$ cat config.mk
export PLATFORM = sky130hd
export DESIGN_NAME = snm_normal
export DESIGN_NICKNAME = d
export VERILOG_FILES = /design/src/sv/snm_pkg.sv /design/src/sv/snm_normal.sv
export SDC_FILE = /design/constraint.sdc
export NUM_CORES = 2
export LEC_CHECK = 0
export ABC_AREA = 0
export BUFFER_PORTS_ARGS = -buffer_cell sky130_fd_sc_hd__buf_4
export CAP_MARGIN = 20
export CORE_MARGIN = 2
export CORE_UTILIZATION = 60
export CTS_BUF_LIST = sky130_fd_sc_hd__clkbuf_2
export DETAILED_ROUTE_END_ITERATION = 8
export PLACE_DENSITY = 0.84
export SLEW_MARGIN = 10
export SYNTH_ARGS = -nofsm -noshare
export SYNTH_HDL_FRONTEND = slang
export SYNTH_SLANG_ARGS = --single-unit
export TNS_END_PERCENT = 30
$ cat constraint.sdc
create_clock -name clk -period 21.4 [get_ports clk]
set_input_delay 1.07 -clock clk [delete_from_list [all_inputs] [get_ports clk]]
set_output_delay 1.07 -clock clk [all_outputs]
set_load 0.02 [all_outputs]
$ cat src/sv/snm_pkg.sv
// Shared types for the Sobel height-to-normal-map block.
`timescale 1ns / 1ps
package snm_pkg;

	// One window column, index 0 is the top row.
	typedef logic [2:0][7:0] col_t;

	// One pixel job handed from the window front end to the normal unit.
	typedef struct packed {
		col_t lft;
		col_t ctr;
		col_t rgt;
		logic eor;
		logic eof;
	} job_t;

	localparam logic [7:0] BYTE_FULL = 8'd255;

endpackage

$ cat src/sv/snm_normal.sv
// Iterative normal unit: Sobel gradients, reciprocal square root, byte mapping.
`timescale 1ns / 1ps
module snm_normal (
	input  logic          clk,
	input  logic          arst_n,
	input  logic          job_valid,
	input  snm_pkg::job_t job,
	output logic          job_take,
	output logic          result_valid,
	input  logic          result_stall,
	output logic [7:0]    normal_red,
	output logic [7:0]    normal_green,
	output logic [7:0]    normal_blue,
	output logic          end_of_run,
	output logic          end_of_frame
);
	import snm_pkg::*;

	typedef enum logic [2:0] {
		N_IDLE,
		N_SQ,
		N_SUM,
		N_DIV,
		N_SQRT,
		N_MUL,
		N_MAP,
		N_OUT
	} nstate_t;

	nstate_t state_q;
	logic signed [11:0] dx_q, dy_q;
	logic [20:0] sq_q;
	logic [21:0] s_q;
	logic [21:0] rem_q;
	logic [39:0] q_q;
	logic [20:0] srem_q;
	logic [19:0] root_q;
	logic [5:0] cnt_q;
	logic [1:0] k_q;
	logic signed [32:0] prod_q;
	logic [7:0] byte_q [3];
	logic eor_q, eof_q;

	logic [9:0] sum_r, sum_l, sum_b, sum_t;
	logic signed [23:0] sqx, sqy;
	logic [22:0] s_full;
	logic [22:0] dsh;
	logic dge;
	logic [22:0] sn, trial;
	logic sge;
	logic signed [11:0] vsel;
	logic signed [32:0] nfix;
	logic [17:0] t18;
	logic [25:0] b26;

	// Weighted column and row sums of the window.
	always_comb begin
		sum_r = {2'b0, job.rgt[0]} + {1'b0, job.rgt[1], 1'b0} + {2'b0, job.rgt[2]};
		sum_l = {2'b0, job.lft[0]} + {1'b0, job.lft[1], 1'b0} + {2'b0, job.lft[2]};
		sum_b = {2'b0, job.lft[2]} + {1'b0, job.ctr[2], 1'b0} + {2'b0, job.rgt[2]};
		sum_t = {2'b0, job.lft[0]} + {1'b0, job.ctr[0], 1'b0} + {2'b0, job.rgt[0]};
	end

	// Squares and the restoring steps for division and square root.
	always_comb begin
		sqx = dx_q * dx_q;
		sqy = dy_q * dy_q;
		s_full = {2'b0, sq_q} + {1'b0, sqy[21:0]} + 23'd65025;
		dsh = {rem_q, (cnt_q == 6'd54)};
		dge = (dsh >= {1'b0, s_q});
		sn = {srem_q, q_q[39:38]};
		trial = {1'b0, root_q, 2'b01};
		sge = (sn >= trial);
	end

	// Component select and mapping of the scaled product to a byte.
	always_comb begin
		case (k_q)
			2'd0:    vsel = -dx_q;
			2'd1:    vsel = -dy_q;
			default: vsel = 12'sd255;
		endcase
		nfix = (prod_q >>> 11) + 33'sd65536;
		t18 = nfix[17:0];
		b26 = {t18, 8'b0} - {8'b0, t18};
	end

	assign job_take = job_valid && (state_q == N_IDLE);
	assign result_valid = (state_q == N_OUT);

	// Sequencer over gradient, 55 division steps, 20 root steps and three products.
	always_ff @(posedge clk or negedge arst_n) begin
		if (!arst_n) begin
			state_q <= N_IDLE;
			cnt_q <= '0;
			k_q <= '0;
		end else begin
			case (state_q)
				N_IDLE: if (job_take) state_q <= N_SQ;
				N_SQ: state_q <= N_SUM;
				N_SUM: begin
					cnt_q <= 6'd54;
					state_q <= N_DIV;
				end
				N_DIV: begin
					if (cnt_q == '0) begin
						cnt_q <= 6'd19;
						state_q <= N_SQRT;
					end else begin
						cnt_q <= cnt_q - 6'd1;
					end
				end
				N_SQRT: begin
					if (cnt_q == '0) begin
						k_q <= '0;
						state_q <= N_MUL;
					end else begin
						cnt_q <= cnt_q - 6'd1;
					end
				end
				N_MUL: state_q <= N_MAP;
				N_MAP: begin
					if (k_q == 2'd2) begin
						state_q <= N_OUT;
					end else begin
						k_q <= k_q + 2'd1;
						state_q <= N_MUL;
					end
				end
				N_OUT: if (!result_stall) state_q <= N_IDLE;
				default: state_q <= N_IDLE;
			endcase
		end
	end

	// Datapath registers.
	always_ff @(posedge clk) begin
		case (state_q)
			N_IDLE: begin
				if (job_take) begin
					dx_q <= $signed({2'b0, sum_r}) - $signed({2'b0, sum_l});
					dy_q <= $signed({2'b0, sum_b}) - $signed({2'b0, sum_t});
					eor_q <= job.eor;
					eof_q <= job.eof;
				end
			end
			N_SQ: sq_q <= sqx[20:0];
			N_SUM: begin
				s_q <= s_full[21:0];
				rem_q <= '0;
				q_q <= '0;
			end
			N_DIV: begin
				q_q <= {q_q[38:0], dge};
				rem_q <= dge ? 22'(dsh - {1'b0, s_q}) : dsh[21:0];
				srem_q <= '0;
				root_q <= '0;
			end
			N_SQRT: begin
				q_q <= {q_q[37:0], 2'b00};
				srem_q <= sge ? 21'(sn - trial) : sn[20:0];
				root_q <= {root_q[18:0], sge};
			end
			N_MUL: prod_q <= vsel * $signed({1'b0, root_q});
			N_MAP: byte_q[k_q] <= b26[24:17];
			default: ;
		endcase
	end

	assign normal_red = byte_q[0];
	assign normal_green = byte_q[1];
	assign normal_blue = byte_q[2];
	assign end_of_run = eor_q;
	assign end_of_frame = eof_q;

endmodule
==> impl_metrics.env <==
export IMPL_worstPathArrival_ns=8.94
export IMPL_cts_setup_buffers=0
export IMPL_worstSetupEndpointType="flop"
export IMPL_min_path_type="in2reg"
export IMPL_synthFlopType="edfxtp_1"
export IMPL_synth_edf_count=211
export IMPL_synth_cell_types=81
export IMPL_drive_above_1_share_pct=7.46
export IMPL_top_layer="met4"
export IMPL_syn_avg_cell_area_um2=10.0
export IMPL_finalHoldWorstSlack_ns=0.242
export IMPL_path_class="reg2reg"
export IMPL_overflow=0
export IMPL_met2_length_mm=32.5
export IMPL_htree_levels=2
export IMPL_critPathMaxStageDelay_ns=0.62
export IMPL_num_fill_cells=3805
export IMPL_gp_congestion=0.924
export IMPL_wl_per_cell_um=17.1
export IMPL_start_util_pct=60.7
export IMPL_seq_area_frac_synth_pct=22.3
export IMPL_rows=81
export IMPL_yosys_warnings=0
export IMPL_dieArea_um2=51200
export IMPL_cp_max_fo=18
export IMPL_cts_sinks=222
export IMPL_irDropWorstVdd_mv=0.155
export IMPL_relSlewSlack_pct=30.9
export IMPL_clk_pin_slew_ns=0.10
export IMPL_cts_tree="built"
export IMPL_slew_viol_final=0
export IMPL_grt_pass1_vias=22905
export IMPL_antenna_left=0
export IMPL_fp_dieW_um=226
export IMPL_insertion_delay_ns=1.07
export IMPL_io_buffers=97
export IMPL_antenna_found_initial=1
export IMPL_numCtsBuffers=58
export IMPL_worst_slew_pin_slew_ns=1.03
export IMPL_syn_area_um2=29600
export IMPL_area_growth_pct=6.54
export IMPL_grt_pass1_wl_mm=107
export IMPL_max_freq_ghz=0.123
export IMPL_die_height_um=226
export IMPL_final_net_count=3851
export IMPL_finalHoldViolations=0
export IMPL_worst_setup_path_start_kind="flop"
export IMPL_cp_common_cell="fa_1"
export IMPL_fin_crit_ns=8.16
export IMPL_syn_num_nets=3777
export IMPL_dr_pass1_iters=6
export IMPL_status="finished clean"
export IMPL_cts_resized=0
export IMPL_cp_cell_sequence="inv_1 > ha_1 > nand3b_1 > a32oi_1 > nand2_1 > nand2_1 > fa_1 > fa_1 > inv_1 > fa_1 > fa_1 > inv_1 > fa_1 > inv_1 > ha_1 > o21a_1 > o21ai_0 > o21ai_0 > nor3_2 > a2111oi_4 > o21a_1 > o21a_1 > o311a_1"
export IMPL_syn_inst=2952
export IMPL_grt_max_degree=46
export IMPL_cpMaxStageDelayCell="a32oi_1"
export IMPL_routed_wl_met3_mm=4.60
export IMPL_viasPerCell=5.61
export IMPL_core_area_um2=48800
export IMPL_wl_mm=63.7
export IMPL_initialDrtViolationCount=1504
export IMPL_root_buffer="clkbuf_2"
export IMPL_rsz0062_at_grt="false"
export IMPL_drc_errors=0
export IMPL_required_ns=22.18
export IMPL_io_pins=106
export IMPL_setup_viol=0
export IMPL_timing_setup_tns_ns=0
export IMPL_maxCapViolCount=0
export IMPL_dp_hpwl_mm=51.1
export IMPL_wl_met1_mm=23.9
export IMPL_leakagePower_nw=15.1
export IMPL_finalCritPeriodShare_pct=38.1
export IMPL_clock_path_buffers=3
export IMPL_total_power_mw=3.40
export IMPL_synth_seq_cells=222
export IMPL_async_flop_share_pct=4.95
export IMPL_postCtsHoldBufs=1
export IMPL_vias=20931
export IMPL_grt_total_usage_pct=26.3
export IMPL_finalClockSkew_ns=0.0925
export IMPL_p_per_area_nw_per_um2=108
## per-layer routing
layer,global-route usage [%],vias to the layer above
met5,0,-
met4,12.2,0
met3,4.84,198
met2,45.9,819
met1,31.4,10383
li1,-,9531
## path summary, 6_finish.rpt
path | from | end | slack [ns] | depth (start not counted)
hold / removal | job[1] | end_of_run | 0.24 | 1
max in group asynchronous | arst_n | state_q[0] | 20.86 | 2
setup / recovery | dy_q[0] | prod_q[26] | 13.24 | 23
min in group asynchronous | arst_n | k_q[0] | 0.35 | 2
setup reg to reg | dy_q[0] | prod_q[26] | 13.24 | 23
hold reg to reg | cnt_q[4] | cnt_q[4] | 0.56 | 1
## cells in the mapped netlist, drive strengths merged (15+ instances only)
master  number  share of area [%]
nor2       181                2.3
o21a        18               0.46
xnor2      106                3.1
ha         279                 12
clkbuf      87                1.1
a31oi       19               0.40
a21oi       83                1.4
fa         468                 32
edfxtp     211                 21
and2        82                1.7
o21ai       55               0.94
nor3        44               0.78
mux2i       35                1.2
nor2b       22               0.46
a21o        26               0.66
xor2        36                1.1
a22o        41                1.2
nand3       34               0.57
nand2      270                3.4
a211oi      15               0.46
inv        651                8.2
nand2b      28               0.59
## cells by family after synthesis
family / synth area share [%]
adders and majority gates: 43.4
AOI/OAI and AO/OA: 7.96
buffers and inverters: 9.60
and+or+nand+nor: 11.3
xor gates and xnor gates: 4.20
other: 0.0127
DFF: 22.3
muxes: 1.22
## power breakdown
part / switching (mW) / total (mW) / leakage, nW / internal (mW)
Clock: 0.199 / 0.354 / 0.432 / 0.156
Combinational: 1.28 / 2.27 / 12.5 / 0.982
Sequential: 0.106 / 0.776 / 2.26 / 0.670
Total: 1.59 / 3.40 / 15.1 / 1.81
## critical path, delay by kind of cell, from the launching register on
kind	cells	cell delay, ns
AO/OA/AOI/OAI	8	2.28
AND/OR/NAND/NOR	4	1.42
adder cells (fa/ha/maj)	7	3.08
flip-flops	1	0.61
buffers and inverters	4	0.49
## stage by stage
stage | setup WS, ns | std cells | utilization [%] | cell area, µm²
final | 13.24 | 3733 | 64.6 | 31600
after detailed placement | 13.37 | 3627 | 63.2 | 30900
after CTS | 13.31 | 3730 | 64.5 | 31500
after global routing | 12.79 | 3733 | 64.6 | 31600
after floorplan | 14.41 | 2952 | - | 29600
after global placement | 13.50 | 3627 | 63.2 | 30900
## layout by cell type, fill, tap and decap left out, drive strengths merged, types with 27 or more instances in the layout
| cell | count |
|---|---|
| a21oi | 83 |
| a22o | 41 |
| and2 | 82 |
| buf | 109 |
| clkbuf | 68 |
| clkinv | 27 |
| edfxtp | 211 |
| fa | 468 |
| ha | 279 |
| inv | 653 |
| mux2i | 35 |
| nand2 | 270 |
| nand2b | 28 |
| nand3 | 34 |
| nor2 | 181 |
| nor3 | 44 |
| o21ai | 55 |
| xnor2 | 106 |
| xor2 | 36 |
## final cells by class
cell class | count | area (µm²) | share of cell area, %
multi-input cells | 1983 | 20200 | 64.0
repair buffers | 110 | 848 | 2.69
inverters | 651 | 2440 | 7.74
flip-flops and latches | 222 | 6610 | 20.9
diodes | 1 | 2.50 | 0.00793
clock inverters | 34 | 289 | 0.916
well taps | 664 | 831 | 2.63
clock buffers | 68 | 340 | 1.08
## state kept, by name, indices dropped and copies added, names as in the netlist
| name | cells |
|---|---|
| byte_q | 24 |
| cnt_q | 6 |
| dx_q | 11 |
| dy_q | 11 |
| end_of_frame | 1 |
| end_of_run | 1 |
| k_q | 2 |
| prod_q | 18 |
| q_q | 40 |
| rem_q | 22 |
| root_q | 20 |
| s_q | 22 |
| sq_q | 20 |
| srem_q | 21 |
| state_q | 3 |
Power figures use the tool's default switching activity.
